==> src/rtl/core/tdpc_pkg.sv <==
// Shared types and constants for the timed dispense pump controller.
`default_nettype none

package tdpc_pkg;

    // Channel count and the number of pumps actually in service
    localparam int CHANNELS   = 3;
    localparam int PUMP_COUNT = 3;

    // Field widths
    localparam int REQ_W     = 3;
    localparam int ID_W      = 8;
    localparam int VOL_W     = 8;
    localparam int CAL_W     = 10;
    localparam int TIME_W    = 18;
    localparam int ERR_W     = 2;
    localparam int CFG_IDX_W = 2;

    // Calibration after reset, tenths of a second per 100 ml
    localparam logic [CAL_W-1:0] CAL_RESET [CHANNELS] = '{10'd30, 10'd80, 10'd120};

    // Request codes; the unused codes act as a status query
    typedef enum logic [REQ_W-1:0] {
        REQ_TICK     = 3'd0,
        REQ_START    = 3'd1,
        REQ_STOP     = 3'd2,
        REQ_STOP_ALL = 3'd3,
        REQ_STATUS   = 3'd4
    } req_e;

    // Error codes
    localparam logic [ERR_W-1:0] ERR_OK      = 2'd0;
    localparam logic [ERR_W-1:0] ERR_INVALID = 2'd1;
    localparam logic [ERR_W-1:0] ERR_BUSY    = 2'd2;

    // Input item
    typedef struct packed {
        logic [REQ_W-1:0] req_type;
        logic [ID_W-1:0]  pump_id;
        logic [VOL_W-1:0] dose_ml;
    } req_item_t;

    // Result item
    typedef struct packed {
        logic                accepted;
        logic [CHANNELS-1:0] running_mask;
        logic                system_running;
        logic [ERR_W-1:0]    err_code;
    } rsp_item_t;

    // Command from the request decoder to one channel
    typedef struct packed {
        logic tick;
        logic load;
        logic clear;
    } chan_cmd_t;

    // Status from one channel back to the decoder
    typedef struct packed {
        logic on;
        logic on_next;
        logic dur_zero;
    } chan_stat_t;

endpackage

`default_nettype wire

==> src/rtl/core/tdpc_channel.sv <==
// One pump channel: drive flag, millisecond countdown and dispense time product.
`default_nettype none

module tdpc_channel
    import tdpc_pkg::*;
(
    input  wire logic             clk,
    input  wire logic             rst_n,
    input  wire logic [CAL_W-1:0] cal,
    input  wire logic [VOL_W-1:0] dose_ml,
    input  wire chan_cmd_t        cmd,
    output chan_stat_t            stat
);

    logic              on_reg;
    logic              on_next;
    logic [TIME_W-1:0] time_reg;
    logic [TIME_W-1:0] time_next;
    logic [TIME_W-1:0] dur;

    // Dispense time in ms: tenths of s per 100 ml times ml
    assign dur = TIME_W'(cal) * TIME_W'(dose_ml);

    // Apply load, clear or one tick of countdown
    always_comb
    begin
        on_next   = on_reg;
        time_next = time_reg;
        if (cmd.clear)
        begin
            on_next   = 1'b0;
            time_next = '0;
        end
        else if (cmd.load)
        begin
            on_next   = 1'b1;
            time_next = dur;
        end
        else if (cmd.tick && on_reg)
        begin
            if (time_reg <= TIME_W'(1))
            begin
                on_next   = 1'b0;
                time_next = '0;
            end
            else
            begin
                time_next = time_reg - TIME_W'(1);
            end
        end
    end

    // Hold channel state
    always_ff @(posedge clk or negedge rst_n)
    begin
        if (!rst_n)
        begin
            on_reg   <= 1'b0;
            time_reg <= '0;
        end
        else
        begin
            on_reg   <= on_next;
            time_reg <= time_next;
        end
    end

    assign stat.on       = on_reg;
    assign stat.on_next  = on_next;
    assign stat.dur_zero = (dur == '0);

endmodule

`default_nettype wire

==> src/rtl/core/timed_dispense_pump_controller_top.sv <==
// Top level of the timed dispense pump controller: request stage, decode, result stage.
`default_nettype none

// Takes one item per clock while req_stall is low and returns one result item per
// item. An accepted item lands in the input register, is decoded and applied to
// the three channel countdowns in one pass, and its result lands in the output
// register when that stage is free or draining, which raises rsp_valid. A
// stalled result holds the output register and then the input register;
// req_stall rises only when both are full. Each tick item counts every running
// channel down by one ms. The user must write calibration through the cfg port
// only while no item is in flight; the block does not enforce it. Index 3 is ignored.
module timed_dispense_pump_controller_top
    import tdpc_pkg::*;
(
    input  wire logic                 clk,
    input  wire logic                 rst_n,
    input  wire logic                 cfg_wr_en,
    input  wire logic [CFG_IDX_W-1:0] cfg_index,
    input  wire logic [CAL_W-1:0]     cfg_data,
    input  wire logic                 req_valid,
    output logic                      req_stall,
    input  wire req_item_t            req,
    output logic                      rsp_valid,
    input  wire logic                 rsp_stall,
    output rsp_item_t                 rsp
);

    logic [CAL_W-1:0] cal_reg [CHANNELS];

    logic       s1_valid_reg;
    req_item_t  s1_item_reg;
    logic       s1_move;

    logic       rsp_valid_reg;
    rsp_item_t  rsp_reg;
    rsp_item_t  rsp_next;

    logic             sys_flag_reg;
    logic             sys_flag_next;
    logic [ERR_W-1:0] err_reg;
    logic [ERR_W-1:0] err_next;

    chan_cmd_t           cmd    [CHANNELS];
    chan_stat_t          stat   [CHANNELS];
    logic [CHANNELS-1:0] hit;
    logic                id_ok;
    logic                sel_on;
    logic                sel_zero;
    logic                accept_start;
    logic [CHANNELS-1:0] on_now;
    logic [CHANNELS-1:0] on_after;

    // Write calibration registers
    always_ff @(posedge clk or negedge rst_n)
    begin
        if (!rst_n)
        begin
            for (int i = 0; i < CHANNELS; i++)
                cal_reg[i] <= CAL_RESET[i];
        end
        else
        begin
            for (int i = 0; i < CHANNELS; i++)
                if (cfg_wr_en && cfg_index == CFG_IDX_W'(i))
                    cal_reg[i] <= cfg_data;
        end
    end

    // Advance the request stage when the result stage is free or draining
    assign s1_move   = s1_valid_reg && (!rsp_valid_reg || !rsp_stall);
    assign req_stall = s1_valid_reg && !s1_move;

    always_ff @(posedge clk or negedge rst_n)
    begin
        if (!rst_n)
            s1_valid_reg <= 1'b0;
        else if (!req_stall)
            s1_valid_reg <= req_valid;
    end

    always_ff @(posedge clk)
    begin
        if (!req_stall && req_valid)
            s1_item_reg <= req;
    end

    // Select the addressed channel
    always_comb
    begin
        id_ok    = (s1_item_reg.pump_id >= ID_W'(1)) &&
                   (s1_item_reg.pump_id <= ID_W'(PUMP_COUNT));
        sel_on   = 1'b0;
        sel_zero = 1'b0;
        for (int i = 0; i < CHANNELS; i++)
        begin
            hit[i]    = id_ok && (s1_item_reg.pump_id == ID_W'(i + 1));
            on_now[i] = stat[i].on;
            if (hit[i])
            begin
                sel_on   = stat[i].on;
                sel_zero = stat[i].dur_zero;
            end
        end
    end

    // Decode the request into channel commands and new flag and error
    always_comb
    begin
        accept_start  = 1'b0;
        sys_flag_next = sys_flag_reg;
        err_next      = err_reg;
        for (int i = 0; i < CHANNELS; i++)
            cmd[i] = '0;

        if (s1_move)
        begin
            unique case (s1_item_reg.req_type)
                REQ_TICK:
                begin
                    sys_flag_next = |on_now;
                    for (int i = 0; i < CHANNELS; i++)
                        cmd[i].tick = 1'b1;
                end
                REQ_START:
                begin
                    if (!id_ok)
                        err_next = ERR_INVALID;
                    else if (sel_on)
                        err_next = ERR_BUSY;
                    else if (sel_zero)
                        err_next = ERR_INVALID;
                    else
                    begin
                        err_next     = ERR_OK;
                        accept_start = 1'b1;
                        for (int i = 0; i < CHANNELS; i++)
                            cmd[i].load = hit[i];
                    end
                end
                REQ_STOP:
                begin
                    for (int i = 0; i < CHANNELS; i++)
                        cmd[i].clear = hit[i];
                end
                REQ_STOP_ALL:
                begin
                    err_next = ERR_OK;
                    for (int i = 0; i < CHANNELS; i++)
                        cmd[i].clear = 1'b1;
                end
                default:
                begin
                    err_next = err_reg;
                end
            endcase
        end
    end

    // Channel countdowns
    for (genvar g = 0; g < CHANNELS; g++)
    begin : g_chan
        tdpc_channel u_chan (
            .clk     (clk),
            .rst_n   (rst_n),
            .cal     (cal_reg[g]),
            .dose_ml (s1_item_reg.dose_ml),
            .cmd     (cmd[g]),
            .stat    (stat[g])
        );
    end

    // Build the result from the state after the item acts
    always_comb
    begin
        for (int i = 0; i < CHANNELS; i++)
            on_after[i] = stat[i].on_next;
        rsp_next.accepted       = accept_start;
        rsp_next.running_mask   = on_after;
        rsp_next.system_running = sys_flag_next;
        rsp_next.err_code       = err_next;
    end

    // Hold flag, error and the result stage
    always_ff @(posedge clk or negedge rst_n)
    begin
        if (!rst_n)
        begin
            sys_flag_reg  <= 1'b0;
            err_reg       <= ERR_OK;
            rsp_valid_reg <= 1'b0;
        end
        else
        begin
            sys_flag_reg <= sys_flag_next;
            err_reg      <= err_next;
            if (s1_move)
                rsp_valid_reg <= 1'b1;
            else if (!rsp_stall)
                rsp_valid_reg <= 1'b0;
        end
    end

    always_ff @(posedge clk)
    begin
        if (s1_move)
            rsp_reg <= rsp_next;
    end

    assign rsp_valid = rsp_valid_reg;
    assign rsp       = rsp_reg;

    // An accepted start reports no error and a running pump
    a_accept_clean: assert property (@(posedge clk) disable iff (!rst_n)
        (rsp_valid && rsp.accepted) |-> (rsp.err_code == ERR_OK && rsp.running_mask != '0))
        else $error("accepted start with error or no pump running");

    // Error state moves only when an item passes through
    a_err_hold: assert property (@(posedge clk) disable iff (!rst_n)
        !s1_move |=> $stable(err_reg))
        else $error("error state changed without an item");

    // The error code never takes the unused value
    a_err_range: assert property (@(posedge clk) disable iff (!rst_n)
        rsp_valid |-> (rsp.err_code == ERR_OK || rsp.err_code == ERR_INVALID ||
                       rsp.err_code == ERR_BUSY))
        else $error("error code out of range");

    // A stalled result is not overwritten by a new item
    a_no_overrun: assert property (@(posedge clk) disable iff (!rst_n)
        (rsp_valid && rsp_stall) |-> !s1_move)
        else $error("result overwritten while stalled");

endmodule

`default_nettype wire

==> config.mk <==
export PLATFORM = sky130hd
export DESIGN_NAME = timed_dispense_pump_controller_top
export DESIGN_NICKNAME = d
export VERILOG_FILES = /design/src/rtl/core/tdpc_pkg.sv /design/src/rtl/core/tdpc_channel.sv /design/src/rtl/core/timed_dispense_pump_controller_top.sv
export SDC_FILE = /design/constraint.sdc
export NUM_CORES = 1
export LEC_CHECK = 0
export ABC_CLOCK_PERIOD_IN_PS = 15200
export BUFFER_PORTS_ARGS = -buffer_cell sky130_fd_sc_hd__buf_4
export CAP_MARGIN = 10
export CORE_MARGIN = 2
export CORE_UTILIZATION = 55
export CTS_BUF_LIST = sky130_fd_sc_hd__clkbuf_8
export CTS_CLUSTER_DIAMETER = 100
export DETAILED_ROUTE_END_ITERATION = 8
export PLACE_DENSITY = 0.72
export SYNTH_ARGS = -nofsm -noshare
export SYNTH_HDL_FRONTEND = slang
export SYNTH_SLANG_ARGS = --single-unit
==> constraint.sdc <==
create_clock -name clk -period 15.2 [get_ports clk]
set_clock_uncertainty 0.1 [all_clocks]
set_input_delay 0.76 -clock clk [delete_from_list [all_inputs] [get_ports clk]]
set_output_delay 0.76 -clock clk [all_outputs]
set_load 0.05 [all_outputs]
=== After elaboration in Yosys (flattened, before gate mapping) ===
Index checks and enable logic that the tools add are counted.

* Output and inout port bits: 9
* Word-level logic and storage cells: 127
* Flip-flop bits (word level): 118

* Order comparisons: 5
* Mux-type cells: 57
* $mul: 3
* Equal/unequal tests: 9
* Reduce and logical (&&, ||, !) cells: 28
* $add $sub $neg: 3
* Bitwise logic cells: 2

{| class="wikitable"
|+ Operators by type and width
! kind !! number
|-
| $mux W18 || 12
|-
| $le A18 B1 Y1 const B || 3
|-
| $logic_not A18 Y1 || 3
|-
| $mul A10 B8 Y18 || 3
|-
| $sub A18 B1 Y18 const B || 3
|-
| $mux W1 || 37
|-
| $eq A8 B2 Y1 const B || 2
|-
| $logic_and A1 B1 Y1 || 13
|-
| $mux W9 || 1
|-
| $reduce_bool A3 Y1 || 3
|-
| $eq A8 B1 Y1 const B || 1
|-
| $ge A8 B1 Y1 const B || 1
|-
| $le A8 B2 Y1 const B || 1
|-
| $eq A3 B2 Y1 const B || 2
|-
| $mux W2 || 3
|-
| $pmux W1 S2 || 3
|-
| $reduce_or A3 Y1 || 2
|-
| $logic_not A1 Y1 || 4
|-
| $pmux W2 S2 || 1
|-
| $eq A3 B1 Y1 const B || 1
|-
| $logic_not A3 Y1 || 1
|-
| $eq A2 B1 Y1 const B || 1
|-
| $eq A2 B2 Y1 const B || 1
|-
| $logic_not A2 Y1 || 1
|-
| 3 further kinds || 4
|}

=== Depth between registers and ports, before layout ===
Gate-level depths: netlist (run 1).

* Depth after elaboration: 15
* Depth in mapped cells: 23
* Mapped depth without buffers: 19

=== Cells and area by module ===
A second synthesis (run 1) with hierarchy kept.

* Cell total of the unflattened synthesis: 1,528
* Area, all modules: 13,958.4 µm²

{| class="wikitable"
|+ Modules (own cells, without submodules)
! module !! times used !! cells each !! area an instance (µm²) !! sequential area each (µm²)
|-
| tdpc_channel at g_chan[0].u_chan || 1 || 465 || 3,896.2 || 475.5
|-
| tdpc_channel at g_chan[1].u_chan || 1 || 465 || 3,873.7 || 475.5
|-
| tdpc_channel at g_chan[2].u_chan || 1 || 455 || 3,851.2 || 475.5
|-
| timed_dispense_pump_controller_top || 1 || 143 || 2,337.2 || 1,669.1
|}

=== Worst setup path before layout (run 1) ===
OpenSTA, ideal clock, no wires.

* Path type: reg2reg
* From: register cal_reg[6] (netlist name)
* To: register rsp_reg (netlist bit rsp[3]), data pin
* Library setup time: 0.258 ns
* Clock period less this slack: 5.720 ns
* Buffers on the path: 4
* Path slack: 9.480 ns
* Cell stages (with the launch flop): 23
* Required time: 14.842 ns
* Data arrival time: 5.362 ns
* Path through: dfstp_2 clkbuf_1 nand2_1 fa_1 inv_1 fa_1 fa_1 inv_1 fa_1 inv_1 ha_1 clkbuf_1 a21oi_1 o21ai_0 nor2_1 o21ai_0 a311oi_1 xor2_1 a32oi_1 and4_1 buf_6 buf_8 o21a_1

* Word-level cells in the longest chain between the ends: 10

{| class="wikitable"
|+ Ends and longest elaborated chain
! what !! RTL line !! RTL
|-
| start, declared || timed_dispense_pump_controller_top.sv:28 || <nowiki>logic [CAL_W-1:0] cal_reg [CHANNELS];</nowiki>
|-
| start signal, assigned by index || timed_dispense_pump_controller_top.sv:59 || <nowiki>cal_reg[i] <= CAL_RESET[i];</nowiki>
|-
| start signal, assigned by index || timed_dispense_pump_controller_top.sv:65 || <nowiki>cal_reg[i] <= cfg_data;</nowiki>
|-
| $mul A10 B8 Y18 || tdpc_channel.sv:22 || <nowiki>assign dur = TIME_W'(cal) * TIME_W'(dose_ml);</nowiki>
|-
| $logic_not A18 Y1 || tdpc_channel.sv:70 || <nowiki>assign stat.dur_zero = (dur == '0);</nowiki>
|-
| $mux W1 || timed_dispense_pump_controller_top.sv:98 || <nowiki>if (hit[i])</nowiki>
|-
| $mux W1 || timed_dispense_pump_controller_top.sv:130 || <nowiki>else if (sel_zero)</nowiki>
|-
| $mux W1 || timed_dispense_pump_controller_top.sv:128 || <nowiki>else if (sel_on)</nowiki>
|-
| $mux W1 || timed_dispense_pump_controller_top.sv:126 || <nowiki>if (!id_ok)</nowiki>
|-
| $mux W1 || timed_dispense_pump_controller_top.sv:117 || <nowiki>unique case (s1_item_reg.req_type)</nowiki>
|-
| $mux W9 || timed_dispense_pump_controller_top.sv:115 || <nowiki>if (s1_move)</nowiki>
|-
| $mux W1 || tdpc_channel.sv:34 || <nowiki>else if (cmd.load)</nowiki>
|-
| $mux W1 || tdpc_channel.sv:29 || <nowiki>if (cmd.clear)</nowiki>
|-
| net g_chan[0].u_chan.on_next || tdpc_channel.sv:16 || <nowiki>logic on_next;</nowiki>
|-
| end signal, assigned || timed_dispense_pump_controller_top.sv:206 || <nowiki>rsp_reg <= rsp_next;</nowiki>
|-
| end, declared || timed_dispense_pump_controller_top.sv:35 || <nowiki>rsp_item_t rsp_reg;</nowiki>
|}

The timed path passes the listed nets, and every way through them passes these cells.
A chain may end at the register's enable or synchronous reset.

=== Final worst setup path (run 1) ===
* From: register s1_item_reg[2] (netlist name)
* To: register g_chan[0].u_chan.time_reg[17]

* Word-level cells in the longest chain between the ends: 12
* Elaborated cells between the ends (all ways): 17

{| class="wikitable"
|+ Ends and longest elaborated chain
! what !! RTL line !! RTL
|-
| start, declared || timed_dispense_pump_controller_top.sv:31 || <nowiki>req_item_t s1_item_reg;</nowiki>
|-
| start signal, assigned || timed_dispense_pump_controller_top.sv:84 || <nowiki>s1_item_reg <= req;</nowiki>
|-
| $mul A10 B8 Y18 || tdpc_channel.sv:22 ||
|-
| $logic_not A18 Y1 || tdpc_channel.sv:70 ||
|-
| $mux W1 (3 in a row) || timed_dispense_pump_controller_top.sv:98 ||
|-
| $mux W1 || timed_dispense_pump_controller_top.sv:130 ||
|-
| $mux W1 || timed_dispense_pump_controller_top.sv:128 ||
|-
| $mux W1 || timed_dispense_pump_controller_top.sv:126 ||
|-
| $mux W1 || timed_dispense_pump_controller_top.sv:117 ||
|-
| $mux W9 || timed_dispense_pump_controller_top.sv:115 ||
|-
| $mux W18 || tdpc_channel.sv:34 ||
|-
| $mux W18 || tdpc_channel.sv:29 ||
|-
| end signal, assigned || tdpc_channel.sv:64 || <nowiki>time_reg <= time_next;</nowiki>
|-
| end, declared || tdpc_channel.sv:17 || <nowiki>logic [TIME_W-1:0] time_reg;</nowiki>
|}

Parallel ways exist; a longest one is shown, timed or not.

==> impl_results.md, run 1 <==
- Mapped Cells: 1,563
- Largest net degree at the start of global routing: 52
- Register area share after synthesis: 21.94%
- PostCTS Resize Cnt: 0
- Async SR Flop Fraction: 77.97%
- Critical Path AT: 7.55 ns
- Post-CTS Setup Inserts: 0
- Vias/cell: 5.844
- Row cnt: 58
- Area Overhead vs Synth: 6.756%
- Largest register FFs: 54
- Max incr delay on CP: 1.10 ns
- Worst-margin pin slew: 1.145 ns
- Worst path bufs/invs: 2
- Skew-Pair Late Insertion Delay: 0.46 ns
- H-tree lvl count: 4
- CTS root buf: clkbuf_8
- Status: completed
- Leakage: 7.196 nW
- Delay-heaviest family, CP: adder cells
- Most used cell, CP: fa_1
- RSZ-0062 raised after global routing: false
- DP HPWL: 25,410 microns
- Dpl cells: 1,877
- IO buf count: 44
- Grt ovf: 0
- Number of max-cap violations: 0
- Initial antenna violation count: 0
- Crit path kind: flop to flop
- Cell Area, Synth: 14,110 sq um
- Finished Cell Area: 15,060 sq um
- GR Util All Layers: 26.38%
- Distinct cells, synth: 71
- Crit path required time: 15.44 ns
- Yosys Warn Count: 0
- Deepest clock path buffer count: 2
- Area of the core: 25,180 sq um
- Post-CTS Hold Buffers: 0
- Synthesized flop and latch total: 118
- VDD IR-drop max: 163.9 uV
- CP Max Fanout: 30
- Clock Sinks: 118
- Cell Area, Placed: 14,630 sq um
- Min Tclk post-route: 7.314 ns
- Peak Freq: 0.1367 GHz
- Worst-path clk slew: 0.09 ns
- Share of cells above drive strength 1: 9.183%
- Die Span X: 164.2 microns
- Setup_tns: 0 ns
- Power Dens Cells: 225.0 nW/um^2
- Number of diodes: 0
- Setup crit end kind: flop
- Vias: 11,160
- DRT antenna net count: 0
- Final Non-Filler Cells: 1,909
- Number of global-route vias before repair: 11,070
- TritonCTS clock tree: built
- Num CTS Buffers: 17
- # setup viols final: 0
- Period utilisation layout: 48.12%
- CP Launch Type: flop
- Critical path, cell by cell: and2_1, fa_1, fa_1, inv_1, fa_1, inv_1, fa_1, ha_1, and3_1, a221oi_1, o21ai_1, a31oi_1, xnor2_1, and4b_1, a32oi_1, and4_1, mux2_1
- Nets: 1,866
- Die height: 164.2 microns
- Drt total wl: 33,680 microns
- Slew headroom: 23.65%
- Fin Hold WS: 0.1818 ns
- First-pass GRT wire length: 56,200 microns
- I/O Pins: 45
- Prevailing post-synth register cell: dfrtp_1
- Gp weighted congestion: 0.8999
- Max Transition Viols Final: 0
- Slowest cell on the critical path: edfxtp_1
- Final Hold Vio Count: 0
- DRC Markers: 0
- Initial DRT Pass Iterations: 5
- Die area: 26,950 sq um
- DR iter-0 viols: 798
- WL/cell: 17.64 microns
- Initial Util: 56.04%
- Tightest Hold Check Type: primary input to async pin
- Post-synth EDFFs: 26
- Final core utilization: 59.82%
- Mean Syn Cell Area: 9.028 sq um
- Post-synthesis net count: 1,863
==> final timing paths <==
check                                from                            end  slack (ns)  cells after the start
hold / removal                      rst_n                      rsp_valid        0.18                      1
setup reg to reg           s1_item_reg[2]  g_chan[0].u_chan.time_reg[17]        7.89                     17
min in group clk                  req[14]                s1_item_reg[14]        0.36                      1
setup / recovery           s1_item_reg[2]  g_chan[0].u_chan.time_reg[17]        7.89                     17
hold reg to reg              s1_valid_reg                      rsp_valid        0.40                      1
max in group asynchronous           rst_n                     cal_reg[0]       13.69                      2
==> synthesized netlist by cell type, drive strengths merged, types with 3 or more instances <==
library cell / instances / share of area, %
edfxtp: 26 / 5.5
clkbuf: 59 / 1.6
a21o: 11 / 0.59
buf: 8 / 0.46
a21oi: 79 / 2.8
o21bai: 3 / 0.16
fa: 144 / 20
ha: 120 / 11
o22ai: 4 / 0.18
nor4b: 5 / 0.35
a221o: 3 / 0.21
inv: 192 / 5.1
mux2i: 42 / 3.0
and3: 9 / 0.40
nor3b: 6 / 0.32
nor4: 33 / 1.6
xor2: 19 / 1.2
a22oi: 5 / 0.27
o21ai: 68 / 2.4
a211oi: 6 / 0.35
or3: 5 / 0.22
nor2: 52 / 1.4
nand2b: 6 / 0.27
o211ai: 6 / 0.32
mux2: 42 / 3.4
dfrtp: 82 / 15
nand3: 26 / 0.92
nand4: 15 / 0.67
a2111oi: 3 / 0.19
o31ai: 7 / 0.37
nand2: 194 / 5.2
a211o: 6 / 0.37
o21a: 16 / 0.85
xnor2: 26 / 1.6
or2: 5 / 0.22
and2: 133 / 5.9
nor2b: 10 / 0.44
nor3: 35 / 1.2
dfstp: 10 / 1.9
a31oi: 7 / 0.31
and4: 4 / 0.25
or4: 3 / 0.19
==> where the power goes <==
part | internal, mW | switching [mW]
Clock | 0.170 | 0.163
Sequential | 0.351 | 0.0578
Combinational | 1.04 | 1.61
Total | 1.56 | 1.83
==> through the flow <==
stage	setup slack (ns)	total power [mW]
detailed placement	7.957	2.994
global placement	8.160	2.931
CTS	7.940	3.344
floorplan	9.480	2.354
finish	7.886	3.390
global route	7.494	3.720
==> cells by family after synthesis <==
kind of cell,Yosys count,share of synthesized area (%)
flops,118,21.94
compound gates,244,10.68
mux,84,6.331
xor+xnor,45,2.793
buf+inv,259,7.138
simple gates,549,20.05
fa+ha+maj,264,31.07
==> layout make-up <==
class | count | area, sq um
Multi-Input combinational cell | 1186 | 10010
Tap cell | 330 | 412.9
Fill cell | 2205 | 10120
Timing Repair Buffer | 51 | 382.9
Inverter | 192 | 720.7
Clock buffer | 17 | 234.0
Sequential cell | 118 | 3095
Clock inverter | 15 | 203.9
==> layout by cell type (no fill, tap or decap), drive strengths merged, types with 26 or more instances in the layout <==
master	synthesis	routed
inv	192	202
nand2	194	194
fa	144	144
and2	133	133
ha	120	120
dfrtp	82	82
a21oi	79	79
o21ai	68	68
nor2	52	52
buf	8	51
mux2i	42	42
mux2	42	42
nor3	35	35
nor4	33	33
nand3	26	26
xnor2	26	26
edfxtp	26	26
==> routing by layer <==
| layer | part of all wire (%) | routed length (microns) | vias to the layer above | track usage (%) |
|---|---|---|---|---|
| li1 | - | - | 5272 | - |
| met1 | 46 | 15530 | 5498 | 37.94 |
| met2 | 46 | 15620 | 354 | 42.37 |
| met3 | 6.1 | 2051 | 32 | 4.091 |
| met4 | 1.4 | 476 | 0 | 5.542 |
| met5 | 0 | 0 | - | 0 |
Power figures use the tool's default switching activity.
==> inputs of run 2 (changes only) <==
- ABC_AREA: not set -> 1
- ABC_CLOCK_PERIOD_IN_PS: 15200 -> 6600
- PLACE_DENSITY: 0.72 -> 0.75
- clock period: 15.2 -> 6.6 ns (I/O delays scaled with it)
==> impl_results.md, run 2 <==
- Status: completed
- Delay-heaviest family, CP: adder cells
- Period utilisation layout: 91.41%
- Vias: 13,990
- Filler cells: 2,605
- DR iter-0 viols: 1,316
- Yosys Warn Count: 0
- RSZ-0062 raised after global routing: false
- Num CTS Buffers: 17
- Clock Power Share: 10.6%
- # setup viols final: 0
- Async SR Flop Fraction: 77.97%
- TritonCTS clock tree: built
- Number of max-cap violations: 0
- Crit path kind: flop to flop
- Area of the core: 27,780 sq um
- Internal: 3.281 mW
- DRC Markers: 0
- Die Span X: 172.1 microns
- GR Util All Layers: 26.90%
- Setup_tns: 0 ns
- Leading area contributor after synthesis: fa_1
- Distinct cells, synth: 47
- Synthesized flop and latch total: 118
- Net Sw Frac: 55.06%
- Die area: 29,610 sq um
- DRT antenna net count: 0
- Worst path bufs/invs: 4
- Initial Util: 55.92%
- Comb pwr share: 73.0%
- Initial DRT Pass Iterations: 5
- Worst-margin pin slew: 1.048 ns
- Cell Area, Placed: 16,140 sq um
- Synth area leaders: fa_1 19%, nand2_1 18%, dfrtp_1 13%, inv_1 12%, ha_1 9.7%
- Drt total wl: 37,600 microns
- IO buf count: 44
- VDD IR-drop max: 307.1 uV
- Total Power: 7.301 mW
- Leakage: 9.787 nW
- Deepest clock path buffer count: 2
- Cell Area, Synth: 15,530 sq um
- Number of diodes: 0
- Skew-Pair Late Insertion Delay: 0.46 ns
- Max Transition Viols Final: 0
- Min Tclk post-route: 6.033 ns
- PostCTS Resize Cnt: 0
- Grt ovf: 0
- WL/cell: 13.97 microns
- H-tree lvl count: 4
- Post-synth top area share: 18.56%
- Number of global-route vias before repair: 13,430
- Clock Sinks: 118
- Most frequent cells after synthesis: 744 x nand2_1, 498 x inv_1, 158 x nor2_1, 144 x fa_1, 120 x ha_1
- Post-CTS Hold Buffers: 21
- Register area share after synthesis: 19.93%
- Final Hold Vio Count: 0
- Tightest Hold Check Type: primary input to flop
- Vias/cell: 5.199
- NetSw: 4.020 mW
- Initial antenna violation count: 0
- Most used cell, CP: nand2_1
- Proportion of power drawn by flip-flops and latches: 16.4%
- Slew headroom: 30.05%
- Post-CTS Setup Inserts: 0
- Post-synthesis net count: 2,577
- Most frequent cells in the layout: 744 x nand2_1, 498 x inv_1, 158 x nor2_1
- CP Max Fanout: 23
- Largest net degree at the start of global routing: 53
- Max incr delay on CP: 0.96 ns
- Slowest cell on the critical path: edfxtp_1
- DP HPWL: 29,610 microns
- Row cnt: 61
- Most numerous cell in the Yosys netlist: nand2_1
- Prevailing post-synth register cell: dfrtp_1
- Nets: 2,600
- Setup crit end kind: flop
- Gp weighted congestion: 0.9278
- Most common cell after layout, fill and taps aside: nand2_1
- Share of cells above drive strength 1: 5.880%
- I/O Pins: 45
- Critical Path AT: 6.28 ns
- Die height: 172.1 microns
- First-pass GRT wire length: 63,710 microns
- Critical path, cell by cell: nand2_1, fa_1, inv_1, fa_1, inv_1, fa_1, inv_1, fa_1, ha_1, inv_1, o21bai_1, a31oi_1, nand2_1, xor2_2, nor2_1, nand2_1, nor2_1, nor2_2, nand3_1, nand2_1, nand2_1, nand2_1, nand2_1
- Mean Syn Cell Area: 6.823 sq um
- Crit path required time: 6.85 ns
- Worst-path clk slew: 0.09 ns
- Power Dens Cells: 434.7 nW/um^2
- CTS root buf: clkbuf_8
- Area Overhead vs Synth: 8.102%
- Finished Cell Area: 16,790 sq um
- CP Launch Type: flop
- Post-synth EDFFs: 26
- Mapped Cells: 2,277
- Largest register FFs: 54
- Peak Freq: 0.1657 GHz
## run 2: cell count changes in the layout (fill, tap and decap cells not counted), moves of 16 or more
cell,previous run,this run
a21oi_1,79,53
and2_1,133,2
dlygate4sd3_1,0,21
inv_1,192,498
mux2_2,38,0
mux2i_1,42,0
nand2_1,194,744
nand3_1,26,99
nand4_1,15,36
nor2_1,52,158
nor4_1,30,6
o21ai_1,3,19
## run 2: metrics by stage
step	setup WS, ns	hold WS, ns	std cells	util (%)
floorplan	1.614	-0.06559	2277	-
global placement	0.7267	0.2349	2638	58.09
detailed placement	0.7219	0.2363	2638	58.09
CTS	0.6842	0.009778	2691	60.45
global route	0.1520	0.04074	2691	60.45
finish	0.5667	0.02774	2691	60.45
## run 2: logic make-up after synthesis
family	synth area share [%]
XOR/XNOR	2.014
adder cells (fa/ha/maj)	28.22
AND/OR/NAND/NOR	29.16
AO/OA/AOI/OAI	6.153
buffers and inverters	14.52
flip-flops	19.93
## run 2: worst paths after layout
path | end | depth (start not counted) | slack [ns] | from
min in group asynchronous | g_chan[2].u_chan.time_reg[13] | 2 | 0.28 | rst_n
min reg2reg | rsp_valid | 2 | 0.37 | s1_valid_reg
min | cal_reg[6] | 3 | 0.03 | cfg_data[6]
max in group asynchronous | rsp_valid | 3 | 4.98 | rst_n
max reg2reg | g_chan[0].u_chan.time_reg[13] | 23 | 0.57 | s1_item_reg[2]
max | g_chan[0].u_chan.time_reg[13] | 23 | 0.57 | s1_item_reg[2]
## run 2: layout make-up
| class | instances | area (sq um) | share of cell area [%] |
|---|---|---|---|
| inverter | 507 | 1906 | 11.35 |
| clock buffer | 18 | 247.7 | 1.475 |
| clock inverter | 14 | 197.7 | 1.177 |
| tap | 378 | 473.0 | 2.816 |
| timing repair buffer | 85 | 690.7 | 4.113 |
| sequential | 118 | 3095 | 18.43 |
| multi-input combinational | 1571 | 10180 | 60.64 |
## run 2: worst min-delay path, stage by stage
cell,delay (ns)
buf_4,0.10
inv_1,0.07
o21ai_0,0.08
## run 2: power groups by stage
stage          combinational, mW  clock (mW)  sequential, mW
5_1_grt                     6.17       0.807            1.23
6_report                    5.33       0.774            1.20
3_3_place_gp                5.16           0            1.20
3_5_place_dp                5.24           0            1.21
4_1_cts                     5.29       0.781            1.19
2_1_floorplan               4.16           0            1.08
## run 2: routing by layer
layer	part of all wire (%)	vias up	global-route usage [%]
li1	-	6905	-
met1	45	6600	36.58
met2	47	423	45.21
met3	5.3	62	3.319
met4	2.3	0	8.111
met5	0	-	0
==> inputs of run 3 (changes only) <==
- CTS_CLUSTER_SIZE: not set -> 12
- PLACE_DENSITY: 0.75 -> 0.82
- RECOVER_POWER: not set -> 100
==> impl_results.md, run 3 (synthesis results as in run 2) <==
- Peak Freq: 0.1617 GHz
- FF/Latch Area: 3095 sq um
- Met2 wire len: 18,440 microns
- Multi-input logic area: 10,180 sq um
- DRC Markers: 0
- Die Span X: 172.1 microns
- Deepest clock path buffer count: 2
- TritonCTS clock tree: built
- Leakage: 9.720 nW
- Final Hold Vio Count: 0
- Setup ws final: 0.4139 ns
- Skew-Pair Late Insertion Delay: 0.48 ns
- Top layer in use: met4
- Number of global-route vias before repair: 13,860
- Worst R2R Setup Slack: 0.41 ns
- Period utilisation layout: 93.73%
- Worst-path clk slew: 0.11 ns
- Pre-CTS setup slack: 0.6673 ns
- I/O Pins: 45
- Crit path required time: 6.85 ns
- NetSw: 4.033 mW
- Initial antenna violation count: 0
- Setup crit end kind: flop
- Clock Sinks: 118
- Met3 wire length: 2430 microns
- CP Launch Type: flop
- Number of diodes: 0
- Critical Path AT: 6.43 ns
- PostCTS Resize Cnt: 0
- Status: finished with violations
- Hold wc startpoint: cfg_data[6]
- Reg2reg end: g_chan[2].u_chan.time_reg[4]
- Die area: 29,610 sq um
- R2R cell count: 26
- Number of max-cap violations: 2
- Failing checks: capacitance limit, slew limit
- Comb pwr share: 72.9%
- Internal: 3.262 mW
- # setup viols final: 0
- Num CTS Buffers: 17
- WL/cell: 14.09 microns
- Initial Util: 55.92%
- Net Sw Frac: 55.28%
- Max incr delay on CP: 0.93 ns
- Worst-margin pin slew: 2.710 ns
- Area Overhead vs Synth: 7.522%
- Area of the core: 27,780 sq um
- H-tree lvl count: 4
- Drt total wl: 37,850 microns
- FF-to-FF Start: s1_item_reg[2]
- IO buf count: 44
- Setup_tns: 0 ns
- CTS root buf: clkbuf_8
- Initial DRT Pass Iterations: 6
- Hold EP: cal_reg[6]
- Most common cell after layout, fill and taps aside: nand2_1
- Share of cells above drive strength 1: 4.981%
- RSZ-0062 raised after global routing: false
- DRT antenna net count: 0
- WHS Path Cells: 3
- Gp weighted congestion: 0.9234
- DR iter-0 viols: 1,266
- Delay-heaviest family, CP: adder cells
- Worst path bufs/invs: 7
- Crit path kind: flop to flop
- CP Max Fanout: 32
- VDD IR-drop max: 312.7 uV
- Nets: 2,596
- Vias/cell: 5.301
- First-pass GRT wire length: 63,680 microns
- Most frequent cells in the layout: 746 x nand2_1, 498 x inv_1, 159 x nor2_1
- Vias: 14,250
- Filler cells: 2,520
- Slew headroom: -80.67%
- Grt ovf: 0
- Clock Power Share: 10.7%
- Tightest Hold Check Type: primary input to flop
- Max Transition Viols Final: 95
- Most used cell, CP: nand2_1
- Min Tclk post-route: 6.186 ns
- Metal-1 WL: 15,840 microns
- Proportion of power drawn by flip-flops and latches: 16.4%
- GR Util All Layers: 26.68%
- Post-CTS Setup Inserts: 0
- Largest net degree at the start of global routing: 48
- Power Dens Cells: 436.7 nW/um^2
- DP HPWL: 29,200 microns
- Row cnt: 61
- Die height: 172.1 microns
- Slowest cell on the critical path: edfxtp_1
- Largest register FFs: 54
## run 3: metrics by stage
step | total power [mW] | hold WS [ns] | cells | instance area, sq um | utilization [%]
5_1_grt | 8.152 | 0.06614 | 2687 | 16700 | 60.12
4_1_cts | 7.253 | 0.05977 | 2687 | 16760 | 60.31
2_1_floorplan | 5.243 | -0.06559 | 2277 | 15530 | -
6_report | 7.295 | 0.06264 | 2687 | 16700 | 60.12
3_3_place_gp | 6.265 | 0.2721 | 2633 | 16100 | 57.95
3_5_place_dp | 6.433 | 0.2764 | 2633 | 16100 | 57.95
## run 3: tightest hold or removal path: stages
cell,delay (ns)
buf_4,0.10
inv_1,0.08
o21ai_0,0.10
## run 3: how the worst max path moves through the flow
stage | from | to | slack [ns] | depth (start not counted)
4_1_cts | s1_item_reg[2] | g_chan[2].u_chan.time_reg[4] | 0.61 | 26
3_3_place_gp | s1_item_reg[2] | g_chan[2].u_chan.time_reg[4] | 0.79 | 26
5_1_grt | s1_item_reg[2] | g_chan[2].u_chan.time_reg[10] | 0.15 | 25
2_1_floorplan | cal_reg[6] | rsp[4] | 1.61 | 22
3_5_place_dp | s1_item_reg[2] | g_chan[2].u_chan.time_reg[4] | 0.67 | 26
6_report | s1_item_reg[2] | g_chan[2].u_chan.time_reg[4] | 0.41 | 26
## run 3: timing repair
action | CTS | global route
hold buffers | 22 | 0
hold endpoints to repair | 59 | 0
endpoints found under the setup margin | 0 | 0
## run 3: final cells by class
cell class	instances	share of cell area, %
Timing Repair Buffer	81	3.700
Clock inverter	15	1.206
Tap cell	378	2.831
Clock buffer	17	1.401
Multi-Input combinational cell	1571	60.92
Sequential cell	118	18.53
Inverter	507	11.41
## run 3: power by group through the flow
stage | clock [mW] | sequential (mW) | combinational [mW]
2_1_floorplan | 0 | 1.08 | 4.16
3_5_place_dp | 0 | 1.20 | 5.23
3_3_place_gp | 0 | 1.20 | 5.07
6_report | 0.777 | 1.20 | 5.32
4_1_cts | 0.779 | 1.19 | 5.29
5_1_grt | 0.810 | 1.22 | 6.12
## run 3: metal layers
metal	up-vias	global-route usage, %
li1	6904	-
met4	0	10.34
met2	540	45.94
met5	-	0
met1	6710	34.00
met3	91	3.891
